$ cat src/mu8d_pkg.sv
package mu8d_pkg;

  localparam logic [30:0] MaxCodePoint = 31'h10FFFF;
  localparam logic [30:0] NoncharLo    = 31'h00FDD0;
  localparam logic [30:0] NoncharHi    = 31'h00FDEF;
  localparam logic [15:0] NoncharTail  = 16'hFFFE;
  localparam logic [30:0] SurrogateLo  = 31'h00D800;
  localparam logic [30:0] SurrogateHi  = 31'h00DFFF;
  localparam logic [7:0]  ImpossibleLo = 8'hFE;

  typedef struct packed {
    logic [20:0] code_point;
    logic        valid_res;
    logic        terminator;
    logic [2:0]  bytes_consumed;
  } mu8d_res_t;

  // One queue entry holds every result that a single input beat causes.
  typedef struct packed {
    logic      two;
    mu8d_res_t first;
    mu8d_res_t second;
  } mu8d_entry_t;

  function automatic logic [30:0] min_value(logic [2:0] len);
    logic [30:0] v;
    case (len)
      3'd2:    v = 31'h80;
      3'd3:    v = 31'h800;
      3'd4:    v = 31'h10000;
      3'd5:    v = 31'h200000;
      3'd6:    v = 31'h4000000;
      default: v = '0;
    endcase
    return v;
  endfunction

  function automatic logic allowed_value(logic [30:0] cp);
    logic ok;
    ok = 1'b1;
    if (cp > MaxCodePoint) ok = 1'b0;
    if (cp >= NoncharLo && cp <= NoncharHi) ok = 1'b0;
    if ((cp[15:0] & NoncharTail) == NoncharTail) ok = 1'b0;
    if (cp >= SurrogateLo && cp <= SurrogateHi) ok = 1'b0;
    return ok;
  endfunction

endpackage

$ cat src/mu8d_front.sv
module mu8d_front (
  input  logic                 clk_i,
  input  logic                 rst_ni,
  input  logic                 accept_i,
  input  logic [7:0]           data_byte_i,
  input  logic                 final_byte_i,
  output logic                 wr_o,
  output mu8d_pkg::mu8d_entry_t entry_o
);
  import mu8d_pkg::*;

  typedef struct packed {
    logic      emit;
    mu8d_res_t res;
    logic [2:0] len;
    logic [4:0] acc;
  } start_t;

  logic [30:0] acc_q, acc_d;
  logic [2:0]  seq_len_q, seq_len_d;
  logic [2:0]  seen_q, seen_d;

  function automatic start_t start_fn(logic [7:0] b, logic fin);
    start_t s;
    s = '0;
    if (b == 8'h00) begin
      s.emit = 1'b1;
      s.res.terminator = 1'b1;
    end else if (!b[7]) begin
      s.emit = 1'b1;
      s.res.code_point = 21'(b);
      s.res.valid_res = 1'b1;
      s.res.bytes_consumed = 3'd1;
    end else if (b >= ImpossibleLo || !b[6]) begin
      s.emit = 1'b1;
      s.res.bytes_consumed = 3'd1;
    end else begin
      case (b) inside
        8'b110?????: begin
          s.len = 3'd2;
          s.acc = b[4:0];
        end
        8'b1110????: begin
          s.len = 3'd3;
          s.acc = {1'b0, b[3:0]};
        end
        8'b11110???: begin
          s.len = 3'd4;
          s.acc = {2'b0, b[2:0]};
        end
        8'b111110??: begin
          s.len = 3'd5;
          s.acc = {3'b0, b[1:0]};
        end
        default: begin
          s.len = 3'd6;
          s.acc = {4'b0, b[0]};
        end
      endcase
      // a lead byte with nothing after it is a broken sequence
      if (fin) begin
        s.emit = 1'b1;
        s.res.bytes_consumed = 3'd1;
      end
    end
    return s;
  endfunction

  start_t      st;
  logic [30:0] acc_next;
  logic [2:0]  seen_next;
  logic        cp_ok;

  always_comb begin
    st        = start_fn(data_byte_i, final_byte_i);
    acc_next  = {acc_q[24:0], data_byte_i[5:0]};
    seen_next = 3'(seen_q + 3'd1);
    cp_ok     = allowed_value(acc_next);
    if (acc_next < min_value(seq_len_q) && !(acc_next == '0 && seq_len_q == 3'd2)) begin
      cp_ok = 1'b0;
    end

    acc_d     = acc_q;
    seq_len_d = seq_len_q;
    seen_d    = seen_q;
    wr_o      = 1'b0;
    entry_o   = '0;

    if (accept_i) begin
      if (seq_len_q == 3'd0) begin
        if (st.emit) begin
          wr_o          = 1'b1;
          entry_o.first = st.res;
        end else begin
          acc_d     = 31'(st.acc);
          seq_len_d = st.len;
          seen_d    = 3'd1;
        end
      end else if (data_byte_i[7:6] == 2'b10) begin
        if (seen_next >= seq_len_q) begin
          wr_o                         = 1'b1;
          entry_o.first.code_point     = cp_ok ? acc_next[20:0] : '0;
          entry_o.first.valid_res      = cp_ok;
          entry_o.first.bytes_consumed = seq_len_q;
          acc_d     = '0;
          seq_len_d = '0;
          seen_d    = '0;
        end else if (final_byte_i) begin
          wr_o                         = 1'b1;
          entry_o.first.bytes_consumed = seen_next;
          acc_d     = '0;
          seq_len_d = '0;
          seen_d    = '0;
        end else begin
          acc_d  = acc_next;
          seen_d = seen_next;
        end
      end else begin
        // report the broken sequence, then take this byte as a fresh start
        wr_o                         = 1'b1;
        entry_o.first.bytes_consumed = seen_q;
        acc_d     = '0;
        seq_len_d = '0;
        seen_d    = '0;
        if (st.emit) begin
          entry_o.two    = 1'b1;
          entry_o.second = st.res;
        end else begin
          acc_d     = 31'(st.acc);
          seq_len_d = st.len;
          seen_d    = 3'd1;
        end
      end
    end
  end

  always_ff @(posedge clk_i or negedge rst_ni) begin
    if (!rst_ni) begin
      acc_q     <= '0;
      seq_len_q <= '0;
      seen_q    <= '0;
    end else begin
      acc_q     <= acc_d;
      seq_len_q <= seq_len_d;
      seen_q    <= seen_d;
    end
  end

  assert property (@(posedge clk_i) disable iff (!rst_ni)
    (seq_len_q == 3'd0) |-> (seen_q == 3'd0 && acc_q == '0))
    else $error("closed sequence holds stale state");

  assert property (@(posedge clk_i) disable iff (!rst_ni)
    (seq_len_q != 3'd0) |-> (seq_len_q >= 3'd2 && seq_len_q <= 3'd6 &&
                             seen_q >= 3'd1 && seen_q < seq_len_q))
    else $error("open sequence counts out of range");

endmodule

$ cat src/mu8d_fifo.sv
module mu8d_fifo #(
  parameter int unsigned Depth = 4
) (
  input  logic                  clk_i,
  input  logic                  rst_ni,
  input  logic                  wr_i,
  input  mu8d_pkg::mu8d_entry_t wr_data_i,
  input  logic                  rd_i,
  output mu8d_pkg::mu8d_entry_t rd_data_o,
  output logic                  full_o,
  output logic                  empty_o
);
  import mu8d_pkg::*;

  localparam int unsigned PtrW = (Depth > 1) ? $clog2(Depth) : 1;
  localparam int unsigned CntW = $clog2(Depth + 1);

  mu8d_entry_t     mem_q [Depth];
  logic [PtrW-1:0] wr_ptr_q, rd_ptr_q;
  logic [CntW-1:0] count_q;

  function automatic logic [PtrW-1:0] ptr_inc(logic [PtrW-1:0] p);
    return (p == PtrW'(Depth - 1)) ? '0 : PtrW'(p + 1'b1);
  endfunction

  assign full_o    = (count_q == CntW'(Depth));
  assign empty_o   = (count_q == '0);
  assign rd_data_o = mem_q[rd_ptr_q];

  always_ff @(posedge clk_i) begin
    if (wr_i) mem_q[wr_ptr_q] <= wr_data_i;
  end

  always_ff @(posedge clk_i or negedge rst_ni) begin
    if (!rst_ni) begin
      wr_ptr_q <= '0;
      rd_ptr_q <= '0;
      count_q  <= '0;
    end else begin
      if (wr_i) wr_ptr_q <= ptr_inc(wr_ptr_q);
      if (rd_i) rd_ptr_q <= ptr_inc(rd_ptr_q);
      if (wr_i && !rd_i) count_q <= CntW'(count_q + 1'b1);
      else if (rd_i && !wr_i) count_q <= CntW'(count_q - 1'b1);
    end
  end

  assert property (@(posedge clk_i) disable iff (!rst_ni) wr_i |-> !full_o)
    else $error("write into full queue");

  assert property (@(posedge clk_i) disable iff (!rst_ni) rd_i |-> !empty_o)
    else $error("read from empty queue");

endmodule

$ cat src/mu8d_back.sv
module mu8d_back (
  input  logic                  clk_i,
  input  logic                  rst_ni,
  input  logic                  fifo_empty_i,
  input  mu8d_pkg::mu8d_entry_t head_i,
  output logic                  rd_o,
  input  logic                  pop,
  output logic                  empty,
  output logic [20:0]           code_point_o,
  output logic                  valid_res_o,
  output logic                  terminator_o,
  output logic [2:0]            bytes_consumed_o,
  output logic                  last_of_run_o
);
  import mu8d_pkg::*;

  logic      out_valid_q, out_valid_d;
  logic      sel_q, sel_d;
  logic      last_q, last_d;
  mu8d_res_t res_q, res_d;
  logic      load;

  always_comb begin
    load        = !out_valid_q || pop;
    out_valid_d = out_valid_q;
    sel_d       = sel_q;
    last_d      = last_q;
    res_d       = res_q;
    rd_o        = 1'b0;
    if (load) begin
      out_valid_d = !fifo_empty_i;
      if (!fifo_empty_i) begin
        if (head_i.two && !sel_q) begin
          // hold the entry; its second result follows
          res_d  = head_i.first;
          last_d = 1'b0;
          sel_d  = 1'b1;
        end else begin
          res_d  = sel_q ? head_i.second : head_i.first;
          last_d = 1'b1;
          sel_d  = 1'b0;
          rd_o   = 1'b1;
        end
      end
    end
  end

  always_ff @(posedge clk_i or negedge rst_ni) begin
    if (!rst_ni) begin
      out_valid_q <= 1'b0;
      sel_q       <= 1'b0;
      last_q      <= 1'b0;
    end else begin
      out_valid_q <= out_valid_d;
      sel_q       <= sel_d;
      last_q      <= last_d;
    end
  end

  always_ff @(posedge clk_i) begin
    res_q <= res_d;
  end

  assign empty            = !out_valid_q;
  assign code_point_o     = res_q.code_point;
  assign valid_res_o      = res_q.valid_res;
  assign terminator_o     = res_q.terminator;
  assign bytes_consumed_o = res_q.bytes_consumed;
  assign last_of_run_o    = last_q;

  assert property (@(posedge clk_i) disable iff (!rst_ni)
    sel_q |-> (!fifo_empty_i && out_valid_q && !last_q))
    else $error("second result pending without its entry");

endmodule

$ cat src/modified_utf8_decoder_core.sv
// Streaming decoder for modified UTF-8 (U+0000 may also arrive as C0 80).
// Input channel: one byte per beat on data_byte_i with final_byte_i marking
// the last byte of the stream; a beat is taken when push is high and full is
// low. Result channel: while empty is low the oldest result sits on the
// result ports and is taken when pop is high.
// Each byte causes zero, one or two results; last_of_run_o flags the last
// result caused by a byte. A byte that breaks an open sequence yields an
// error result and is then decoded again as a sequence start.
// Throughput: one byte per cycle while full is low, one result per cycle
// while pop is high and results wait. A byte that yields two results holds
// its queue entry until both have passed the output register; the queue of
// QueueDepth entries between the decode front and the output stage absorbs
// that, and full rises only when the queue has no free entry.
// A taken byte is written into the queue, and its first result moves from
// the queue into the output register when the output is free.
// Reset clears the open sequence, the queue and the output valid flag.
// When the receiver stalls, the output register holds, the queue fills and
// full then holds off the sender; nothing is dropped.
module modified_utf8_decoder_core #(
  parameter int unsigned QueueDepth = 4
) (
  input  logic        clk_i,
  input  logic        rst_ni,
  input  logic        push,
  output logic        full,
  input  logic [7:0]  data_byte_i,
  input  logic        final_byte_i,
  output logic        empty,
  input  logic        pop,
  output logic [20:0] code_point_o,
  output logic        valid_res_o,
  output logic        terminator_o,
  output logic [2:0]  bytes_consumed_o,
  output logic        last_of_run_o
);
  import mu8d_pkg::*;

  logic        accept;
  logic        wr;
  logic        rd;
  logic        fifo_empty;
  mu8d_entry_t wr_entry;
  mu8d_entry_t head;

  assign accept = push && !full;

  mu8d_front u_front (
    .clk_i        (clk_i),
    .rst_ni       (rst_ni),
    .accept_i     (accept),
    .data_byte_i  (data_byte_i),
    .final_byte_i (final_byte_i),
    .wr_o         (wr),
    .entry_o      (wr_entry)
  );

  mu8d_fifo #(
    .Depth (QueueDepth)
  ) u_fifo (
    .clk_i     (clk_i),
    .rst_ni    (rst_ni),
    .wr_i      (wr),
    .wr_data_i (wr_entry),
    .rd_i      (rd),
    .rd_data_o (head),
    .full_o    (full),
    .empty_o   (fifo_empty)
  );

  mu8d_back u_back (
    .clk_i            (clk_i),
    .rst_ni           (rst_ni),
    .fifo_empty_i     (fifo_empty),
    .head_i           (head),
    .rd_o             (rd),
    .pop              (pop),
    .empty            (empty),
    .code_point_o     (code_point_o),
    .valid_res_o      (valid_res_o),
    .terminator_o     (terminator_o),
    .bytes_consumed_o (bytes_consumed_o),
    .last_of_run_o    (last_of_run_o)
  );

endmodule

$ cat config.mk
export PLATFORM = sky130hd
export DESIGN_NAME = modified_utf8_decoder_core
export DESIGN_NICKNAME = d
export VERILOG_FILES = /design/src/mu8d_pkg.sv /design/src/mu8d_front.sv /design/src/mu8d_fifo.sv /design/src/mu8d_back.sv /design/src/modified_utf8_decoder_core.sv
export SDC_FILE = /design/constraint.sdc
export NUM_CORES = 1
export LEC_CHECK = 0
export BUFFER_PORTS_ARGS = -buffer_cell sky130_fd_sc_hd__buf_2
export CELL_PAD_IN_SITES_DETAIL_PLACEMENT = 0
export CELL_PAD_IN_SITES_GLOBAL_PLACEMENT = 1
export CORE_MARGIN = 5
export CORE_UTILIZATION = 50
export CTS_CLUSTER_DIAMETER = 150
export CTS_CLUSTER_SIZE = 12
export DETAILED_ROUTE_END_ITERATION = 6
export PLACE_DENSITY = 0.74
export SYNTH_ARGS = -nofsm -noshare
export SYNTH_HDL_FRONTEND = slang
export SYNTH_SLANG_ARGS = --single-unit
$ cat constraint.sdc
create_clock -name clk_i -period 5.24 [get_ports clk_i]
set_input_delay 0.524 -clock clk_i [delete_from_list [all_inputs] [get_ports clk_i]]
set_output_delay 0.524 -clock clk_i [all_outputs]
set_load 0.01 [all_outputs]
==> results of run 1 <==
cell type report:
type | instances | share of cell area (%)
clock buffer | 36 | 5.658
inverter | 19 | 0.6935
multi-input combinational | 328 | 27.34
sequential | 215 | 60.80
tap | 229 | 2.786
timing repair buffer | 51 | 2.725
metrics by stage:
step	instances	hold WS, ps
after global placement	842	457.1
final	878	222.4
after CTS	878	241.4
after floorplan	590	228.4
after global routing	878	258.8
after detailed placement	842	475.2
where the power goes:
group	leakage (nW)	internal (mW)	switching, mW	total, mW
clock network	0.277	0.748	0.576	1.32
logic	1.19	0.640	0.783	1.42
registers	2.21	2.31	0.119	2.43
flip-flops by register name, indices dropped and copies added (netlist names):
signal	flops
u_back.bytes_consumed_o	3
u_front.seen_q	3
u_fifo.count_q	3
u_back.terminator_o	1
u_front.acc_q	25
u_back.sel_q	1
u_back.valid_res_o	1
u_back.last_of_run_o	1
u_fifo.rd_ptr_q	2
u_back.out_valid_q	1
u_front.seq_len_q	3
u_fifo.wr_ptr_q	2
u_fifo.mem_q	148
u_back.code_point_o	21
logic make-up after synthesis:
| kind of cell | Yosys count | synth area share (%) |
|---|---|---|
| xor gates and xnor gates | 5 | 0.4724 |
| AOI/OAI and AO/OA | 76 | 6.235 |
| DFF | 215 | 67.42 |
| buffers and inverters | 47 | 2.254 |
| muxes | 55 | 11.17 |
| adders and majority gates | 15 | 2.105 |
| and+or+nand+nor | 177 | 10.34 |
cell usage in the layout (no fill, tap or decap), types with 5 or more instances in the layout:
| master | count |
|---|---|
| ha_1 | 14 |
| nor3b_1 | 14 |
| nor2_1 | 11 |
| mux4_2 | 37 |
| nor2b_1 | 19 |
| a21oi_1 | 7 |
| buf_2 | 41 |
| clkbuf_1 | 15 |
| a22o_1 | 5 |
| o21ai_0 | 21 |
| edfxtp_1 | 174 |
| nand3_1 | 11 |
| buf_4 | 10 |
| nand2_1 | 65 |
| dfrtp_1 | 40 |
| nor3_1 | 13 |
| and2_1 | 12 |
| or3_1 | 6 |
| mux2_2 | 18 |
| inv_1 | 19 |
| clkbuf_16 | 21 |
| o31ai_1 | 11 |
| nand4_1 | 6 |
Yosys cell counts, drive strengths merged, types with 2 or more instances:
cell,count,share of area (%)
xor2,3,0.28
a21o,3,0.24
nor2b,19,1.3
ha,14,1.9
o41ai,5,0.84
xnor2,2,0.19
nand4,6,0.40
edfxtp,174,56
nand2,65,2.6
o31ai,11,0.89
and2,12,0.81
nand2b,4,0.27
and4,2,0.19
a31oi,4,0.27
o21ai,23,1.3
a21oi,7,0.38
a22o,5,0.47
mux4,37,9.0
nand3,12,0.70
a211oi,4,0.51
inv,19,0.77
dfrtp,41,11
o21a,2,0.16
a21boi,2,0.16
clkbuf,10,0.40
nor3,14,0.81
nor2,11,0.45
a311oi,2,0.26
or3,6,0.40
buf,18,1.1
nor4,8,0.90
mux2,18,2.2
nor3b,14,1.1
how the worst min path moves through the flow:
stage,slack (ps),end,cells past startpoint,start
CTS,240,u_front.seen_q[1]$_DFFE_PN0P_,1,rst_ni
global route,260,u_back.out_valid_q$_DFFE_PN0P_,2,pop
finish,220,u_fifo.count_q[2]$_DFFE_PN0P_,1,rst_ni
detailed placement,480,u_back.last_of_run_o$_DFFE_PN0P_,2,u_back.last_of_run_o$_DFFE_PN0P_
global placement,460,u_back.last_of_run_o$_DFFE_PN0P_,2,u_back.last_of_run_o$_DFFE_PN0P_
floorplan,230,u_back.last_of_run_o$_DFFE_PN0P_,0,rst_ni
per-layer routing:
layer | GRT usage [%] | wire [um]
met5 | 0 | 0
met4 | 5.974 | 446
met3 | 2.541 | 700
met2 | 29.89 | 9340
met1 | 25.71 | 8475
worst max-delay path, delay by kind of cell (launching register included):
kind	cells	cell delay, ps
compound gates	3	640
fa+ha+maj	2	650
buf+inv	1	470
flops	1	460
simple gates	1	800
==> flow_summary_export.csv, run 1 <==
group,metric,value,unit
clock_tree,cts_buffer_depth,3,
placed_design,dpl_cell_area,9702,sq um
routing,drt-pass1-iter-count,7,
logic_synthesis,ys_ff_latch,215,
final_layout,antenna_cells,0,
clock_tree,clock_latency,490,ps
final_layout,finalNetCount,664,
power_and_ir_drop,ir_drop,0.0002425,V
setup_path,crit_path_end_kind,"flop",
floorplanning,die-area,21370,sq um
setup_path,worstPathMaxFanout,22,
clock_tree,clock-sinks,215,
power_and_ir_drop,power_leakage,3.673,nW
logic_synthesis,syn_nets,618,
logic_synthesis,async_reset_ff_share,19.07,%
placed_design,dp_hpwl,12400,um
global_route,grt_max_degree,50,
setup_path,startpoint_type,"flop",
clock_tree,htreeDepth,1,
timing,tightest_slew,1137,ps
setup_path,critPathKind,"reg -> reg",
floorplanning,fp.dieH,146.2,um
timing,slew_headroom,24.09,%
power_and_ir_drop,power_density,503.6,nW/um^2
placed_design,gpl.final_weighted_congestion,0.9419,
setup_path,rr_startpoint,"u_front.seen_q[0]$_DFFE_PN0P_",
logic_synthesis,yosys_warnings,0,
routing,vias_per_cell,5.785,
logic_synthesis,syn_area,9271,sq um
final_layout,post-route-util,56.86,%
final_layout,multiInputGateArea,2811,sq um
run,drv_cap,0,
setup_path,cp.arrival,3510,ps
final_layout,layout.area.seq,6252,sq um
global_route,grt_remaining_overflow,0,
final_layout,syn2layout_area_growth,10.92,%
routing,drc,0,
routing,drt_iter0_markers,406,
logic_synthesis,ys_seq_area_share,67.42,%
clock_tree,clk_pin_slew,60,ps
global_route,grt_pass1_vias,5286,
timing,setup_viol,0,
timing,drv_slew,0,
floorplanning,core_region_area,18090,sq um
final_layout,drive_gt1_share,22.03,%
timing,fin_skew,7.065,ps
setup_path,endpoint,"u_fifo.mem_q[3][6]$_DFFE_PP_",
clock_tree,ctsRootBufferMaster,"clkbuf_16",
setup_path,crit_chain,"ha_1 -> ha_1 -> a21o_1 -> a211oi_2 -> a211oi_4 -> and2_1 -> buf_4",
global_route,antenna_found_initial,0,
power_and_ir_drop,total_power,5.179,mW
placed_design,dp_worst_setup_slack,1831,ps
setup_path,regToRegEndpoint,"u_fifo.mem_q[3][6]$_DFFE_PP_",
clock_tree,cts_resized,0,
setup_path,rr_worst_depth,7,
timing,layout_min_cycle_time,3363,ps
setup_path,r2r_slack,1880,ps
setup_path,crit_required,5390,ps
setup_path,startpoint,"u_front.seen_q[0]$_DFFE_PN0P_",
worst_hold_path,hp-class,"in -> async",
clock_tree,cts_tree,"done",
floorplanning,io_pins,42,
floorplanning,rows,49,
routing,routed_wl,18960,um
setup_path,critPathMaxStageDelay,800,ps
routing,routed-via-count,5079,
logic_synthesis,syn_avg_cell_area,15.71,sq um
timing,setup_tns,0,ps
global_route,grt_pass1_wl,30600,um
final_layout,final_area,10280,sq um
timing,finalWorstSetupSlack,1877,ps
global_route,grt_usage,18.30,%
final_layout,n_fill_cell,1434,
logic_synthesis,syn_inst,590,
timing,period_share,64.17,%
logic_synthesis,ys.flop_type,"edfxtp_1",
timing,hold_viol_final,0,
logic_synthesis,yosysUniqueCellTypes,60,
routing,ant_nets,0,
outcome,status,"completed",
timing,max_freq,297.4,MHz
setup_path,cp_common_cell,"ha_1",
clock_tree,cts_setup_buffers,0,
placed_design,numPortBuffers,41,
clock_tree,cts_hold_buffers,0,
routing,wl_per_cell,21.60,um
clock_tree,cts_buffers,21,
timing,rsz0062_at_grt,"false",
floorplanning,die_width,146.2,um
logic_synthesis,synth_edf_count,174,
setup_path,slowest_stage,"and2_1",
floorplanning,initial_core_util,51.26,%
No activity file was read; power rests on OpenSTA's default activity.
==> run 2, diff against run 1 <==
clock period = 3.45 ns   (was 5.24 ns; I/O delays follow)
==> flow_summary_export.csv, run 2 (synthesized netlist as in run 1, its figures left out) <==
group,metric,value,unit
outcome,status,"completed",
global_route,antenna_found_initial,0,
global_route,grt_max_degree,54,
setup_path,critPathKind,"reg -> reg",
clock_tree,cts_hold_buffers,0,
clock_tree,cts_tree,"done",
routing,ant_nets,0,
placed_design,gpl.final_weighted_congestion,0.8380,
run,drv_cap,0,
routing,drc,0,
routing,wl_per_cell,21.18,um
power_and_ir_drop,comb_power_share,27.9,%
final_layout,largest_reg_flops,148,
worst_hold_path,hp-class,"in -> async",
floorplanning,rows,49,
floorplanning,initial_core_util,51.26,%
floorplanning,die_width,146.2,um
setup_path,rr_startpoint,"u_front.seen_q[0]$_DFFE_PN0P_",
clock_tree,clock-sinks,215,
routing,routed-via-count,5115,
floorplanning,fp.dieH,146.2,um
final_layout,regMostFlops,"u_fifo.mem_q",
global_route,grt_remaining_overflow,0,
power_and_ir_drop,p_sw,2.265,mW
setup_path,cp.arrival,3440,ps
setup_path,r2r_slack,420,ps
setup_path,startpoint_type,"flop",
timing,max_freq,330.5,MHz
power_and_ir_drop,seq_power_share,46.5,%
power_and_ir_drop,p_sw_share,28.56,%
placed_design,numPortBuffers,41,
floorplanning,core_region_area,18090,sq um
power_and_ir_drop,clockPowerShare,25.6,%
clock_tree,clock_latency,490,ps
timing,fin_skew,11.08,ps
global_route,grt_pass1_vias,5511,
global_route,grt_pass1_wl,31060,um
power_and_ir_drop,p_int,5.666,mW
routing,routed_wl,18750,um
placed_design,dp_worst_setup_slack,451.2,ps
clock_tree,cts_buffers,21,
power_and_ir_drop,power_leakage,3.715,nW
timing,slew_headroom,31.69,%
setup_path,rr_worst_depth,11,
timing,setup_viol,0,
timing,period_share,87.69,%
final_layout,drive_gt1_share,22.71,%
setup_path,crit_path_end_kind,"flop",
global_route,grt_usage,18.25,%
clock_tree,ctsRootBufferMaster,"clkbuf_16",
power_and_ir_drop,ir_drop,0.0004588,V
timing,finalWorstSetupSlack,424.7,ps
timing,rsz0062_at_grt,"false",
clock_tree,cts_buffer_depth,3,
floorplanning,die-area,21370,sq um
routing,drt-pass1-iter-count,5,
placed_design,dp_hpwl,11860,um
setup_path,crit_required,3860,ps
clock_tree,cts_setup_buffers,0,
setup_path,regToRegEndpoint,"u_fifo.count_q[2]$_DFFE_PN0P_",
timing,layout_min_cycle_time,3025,ps
clock_tree,htreeDepth,1,
clock_tree,cts_resized,0,
timing,tightest_slew,1025,ps
final_layout,mostFrequentLayoutCells,"edfxtp_1 (174), nand2_1 (65), buf_2 (41), dfrtp_1 (40), mux4_2 (37)",
routing,drt_iter0_markers,369,
setup_path,worstPathMaxFanout,7,
timing,setup_tns,0,ps
floorplanning,io_pins,42,
routing,vias_per_cell,5.780,
final_layout,final_common_cell,"edfxtp_1",
final_layout,antenna_cells,0,
final_layout,finalNetCount,670,
timing,hold_viol_final,0,
clock_tree,clk_pin_slew,60,ps
final_layout,syn2layout_area_growth,11.98,%
power_and_ir_drop,power_density,763.8,nW/um^2
timing,drv_slew,0,
[run 2: changes by cell type in the layout (fill, tap and decap cells not counted), sizes merged]
cell and delta:
clkbuf +1, buf +6
[run 2: stage by stage]
| step | util [%] | hold WS (ps) | area (sq um) | total power [mW] | instances |
|---|---|---|---|---|---|
| 3_3_place_gp | 54.17 | 457.7 | 9797 | 5.960 | 848 |
| 6_report | 57.41 | 43.21 | 10380 | 7.930 | 885 |
| 3_5_place_dp | 54.17 | 461.1 | 9797 | 6.013 | 848 |
| 4_1_cts | 57.41 | 65.80 | 10380 | 8.057 | 885 |
| 2_1_floorplan | - | 49.41 | 9271 | 5.289 | 590 |
| 5_1_grt | 57.41 | 82.01 | 10380 | 8.388 | 885 |
[run 2: worst max path at each step]
| stage | slack (ps) | depth (start not counted) | end | start |
|---|---|---|---|---|
| finish | 420 | 11 | u_fifo.count_q[2]$_DFFE_PN0P_ | u_front.seen_q[0]$_DFFE_PN0P_ |
| global route | 140 | 9 | u_fifo.mem_q[3][32]$_DFFE_PP_ | u_front.seq_len_q[2]$_DFFE_PN0P_ |
| CTS | 410 | 11 | u_fifo.count_q[2]$_DFFE_PN0P_ | u_front.seen_q[0]$_DFFE_PN0P_ |
| detailed placement | 450 | 9 | u_fifo.mem_q[0][32]$_DFFE_PP_ | u_front.seq_len_q[2]$_DFFE_PN0P_ |
| global placement | 600 | 11 | u_fifo.count_q[2]$_DFFE_PN0P_ | u_front.seen_q[0]$_DFFE_PN0P_ |
| floorplan | 510 | 6 | u_fifo.mem_q[3][0]$_DFFE_PP_ | u_front.seen_q[0]$_DFFE_PN0P_ |
[run 2: routing by layer]
metal | wire (um) | vias to the layer above | share of wire [%] | global-route usage, %
li1 | - | 2380 | - | -
met1 | 8481 | 2596 | 45 | 25.85
met2 | 9150 | 119 | 49 | 30.17
met3 | 829 | 20 | 4.4 | 2.634
met4 | 284 | 0 | 1.5 | 4.563
met5 | 0 | - | 0 | 0
[run 2: power by group through the flow]
stage	clock network [mW]	registers, mW	logic (mW)
final	2.03	3.69	2.21
after floorplan	0	3.80	1.49
after detailed placement	0	3.74	2.28
after global routing	2.21	3.74	2.45
after global placement	0	3.71	2.25
after CTS	2.08	3.69	2.29
[run 2: worst max-delay path: stages, from the launching register on]
cell and delay (ps):
dfrtp_1 440, ha_1 360, ha_1 290, a21o_1 180, a211oi_2 110, a211oi_4 370
ha_1 280, inv_1 70, fa_1 380, xor2_1 170, nor2_1 120, xor2_1 170
[run 2: area by class of cell]
| type | instances | area (sq um) |
|---|---|---|
| clock buffers | 37 | 585.6 |
| fillers | 1415 | 7704 |
| inverters | 19 | 71.32 |
| multi-input cells | 328 | 2811 |
| flip-flops and latches | 215 | 6252 |
| well taps | 229 | 286.5 |
| repair buffers | 57 | 375.4 |
==> run 3, diff against run 2 <==
RECOVER_POWER = 50   (was unset)
==> flow_summary_export.csv, run 3 (synthesized netlist as in run 1, its figures left out) <==
group,metric,value,unit
final_layout,syn2layout_area_growth,10.92,%
power_and_ir_drop,power_density,764.9,nW/um^2
setup_path,startpoint,"u_front.seen_q[0]$_DFFE_PN0P_",
global_route,grt_pass1_wl,31060,um
final_layout,drive_gt1_share,17.53,%
setup_path,rr_startpoint,"u_front.seen_q[0]$_DFFE_PN0P_",
clock_tree,clock-sinks,215,
routing,drt-pass1-iter-count,4,
setup_path,critPathMaxStageDelay,450,ps
outcome,violations,"capacitance limit, slew limit",
clock_tree,cts_setup_buffers,0,
final_layout,antenna_cells,0,
timing,max_freq,327.4,MHz
setup_path,endpoint,"u_fifo.count_q[2]$_DFFE_PN0P_",
setup_path,r2r_slack,400,ps
timing,setup_tns,0,ps
global_route,grt_max_degree,54,
final_layout,final_area,10280,sq um
clock_tree,clock_latency,490,ps
setup_path,crit_path_end_kind,"flop",
final_layout,final_cell_count_no_fill,885,
routing,ant_nets,0,
floorplanning,fp.dieH,146.2,um
power_and_ir_drop,ir_drop,0.0004724,V
setup_path,rr_worst_depth,11,
power_and_ir_drop,power_leakage,3.599,nW
timing,setup_viol,0,
placed_design,dp_hpwl,11860,um
timing,period_share,88.54,%
setup_path,cp.arrival,3460,ps
routing,wl_per_cell,21.34,um
setup_path,cp_common_cell,"ha_1",
timing,drv_slew,82,
timing,finalWorstSetupSlack,395.4,ps
placed_design,numPortBuffers,41,
global_route,grt_pass1_vias,5511,
final_layout,final_common_cell,"edfxtp_1",
run,drv_cap,2,
clock_tree,cts_resized,0,
clock_tree,ctsRootBufferMaster,"clkbuf_16",
timing,rsz0062_at_grt,"false",
outcome,status,"finished, violations left",
final_layout,finalNetCount,670,
setup_path,crit_chain,"ha_1 -> ha_1 -> a21o_1 -> a211oi_1 -> a211oi_4 -> ha_1 -> inv_1 -> fa_1 -> xor2_1 -> nor2_1 -> xor2_1",
setup_path,worstPathMaxFanout,7,
setup_path,slowest_stage,"dfrtp_1",
final_layout,largest_reg_flops,148,
setup_path,startpoint_type,"flop",
floorplanning,initial_core_util,51.26,%
clock_tree,htreeDepth,1,
timing,hold_viol_final,0,
routing,routed-via-count,5116,
final_layout,mostFrequentLayoutCells,"edfxtp_1 (174), nand2_1 (65), clkbuf_1 (48), dfrtp_1 (40), mux4_2 (37)",
final_layout,regMostFlops,"u_fifo.mem_q",
worst_hold_path,hp-class,"in -> reg",
setup_path,critPathKind,"reg -> reg",
setup_path,regToRegEndpoint,"u_fifo.count_q[2]$_DFFE_PN0P_",
clock_tree,clk_pin_slew,60,ps
setup_path,crit_required,3860,ps
clock_tree,cts_buffers,21,
floorplanning,die_width,146.2,um
power_and_ir_drop,total_power,7.866,mW
global_route,grt_usage,18.25,%
global_route,antenna_found_initial,0,
timing,slew_headroom,-63.36,%
global_route,grt_remaining_overflow,0,
placed_design,place_inst,848,
clock_tree,cts_hold_buffers,0,
routing,drc,0,
routing,vias_per_cell,5.781,
routing,routed_wl,18880,um
placed_design,dp_worst_setup_slack,451.2,ps
floorplanning,rows,49,
floorplanning,core_region_area,18090,sq um
timing,tightest_slew,2450,ps
floorplanning,die-area,21370,sq um
timing,layout_min_cycle_time,3055,ps
floorplanning,io_pins,42,
clock_tree,cts_buffer_depth,3,
routing,drt_iter0_markers,397,
clock_tree,cts_tree,"done",
placed_design,dpl_cell_area,9797,sq um
placed_design,gpl.final_weighted_congestion,0.8380,
timing,fin_skew,11.54,ps
[run 3: stage by stage]
stage	util [%]	hold WS, ps
3_3_place_gp	54.17	457.7
6_report	56.86	71.63
5_1_grt	56.86	82.07
2_1_floorplan	-	49.41
4_1_cts	57.41	65.80
3_5_place_dp	54.17	461.1
[run 3: layout make-up]
class | instances | area, sq um
inverter | 19 | 71.32
clock buffer | 37 | 585.6
sequential | 215 | 6252
multi-input combinational | 328 | 2803
tap | 229 | 286.5
fill | 1447 | 7802
timing repair buffer | 57 | 285.3
[run 3: critical path, delay by kind of cell (launching register included)]
family / cells / cell delay, ps
compound gates: 3 / 690
simple gates: 1 / 120
flops: 1 / 450
fa+ha+maj: 4 / 1310
xor+xnor: 2 / 340
buf+inv: 1 / 70
[run 3: power by group]
part | internal, mW | switching (mW)
combinational | 0.945 | 1.19
sequential | 3.51 | 0.185
clock | 1.14 | 0.891
total | 5.60 | 2.27
[run 3: layer usage]
| metal | track usage (%) | share of wire (%) | up-vias | wire length [um] |
|---|---|---|---|---|
| met4 | 4.563 | 1.9 | 0 | 360 |
| met1 | 25.85 | 46 | 2607 | 8626 |
| met2 | 30.17 | 49 | 97 | 9161 |
| met3 | 2.634 | 3.9 | 24 | 735 |
| li1 | - | - | 2388 | - |
| met5 | 0 | 0 | - | 0 |
[run 3: how the worst min path moves through the flow]
stage                                           startpoint                          endpoint  slack [ps]  depth (start not counted)
after floorplan                                     rst_ni  u_back.last_of_run_o$_DFFE_PN0P_          50                          0
after global placement    u_back.last_of_run_o$_DFFE_PN0P_  u_back.last_of_run_o$_DFFE_PN0P_         460                          2
after detailed placement  u_back.last_of_run_o$_DFFE_PN0P_  u_back.last_of_run_o$_DFFE_PN0P_         460                          2
after CTS                                              pop    u_back.out_valid_q$_DFFE_PN0P_          70                          2
after global routing                                   pop    u_back.out_valid_q$_DFFE_PN0P_          80                          2
final                                                  pop    u_back.out_valid_q$_DFFE_PN0P_          70                          2
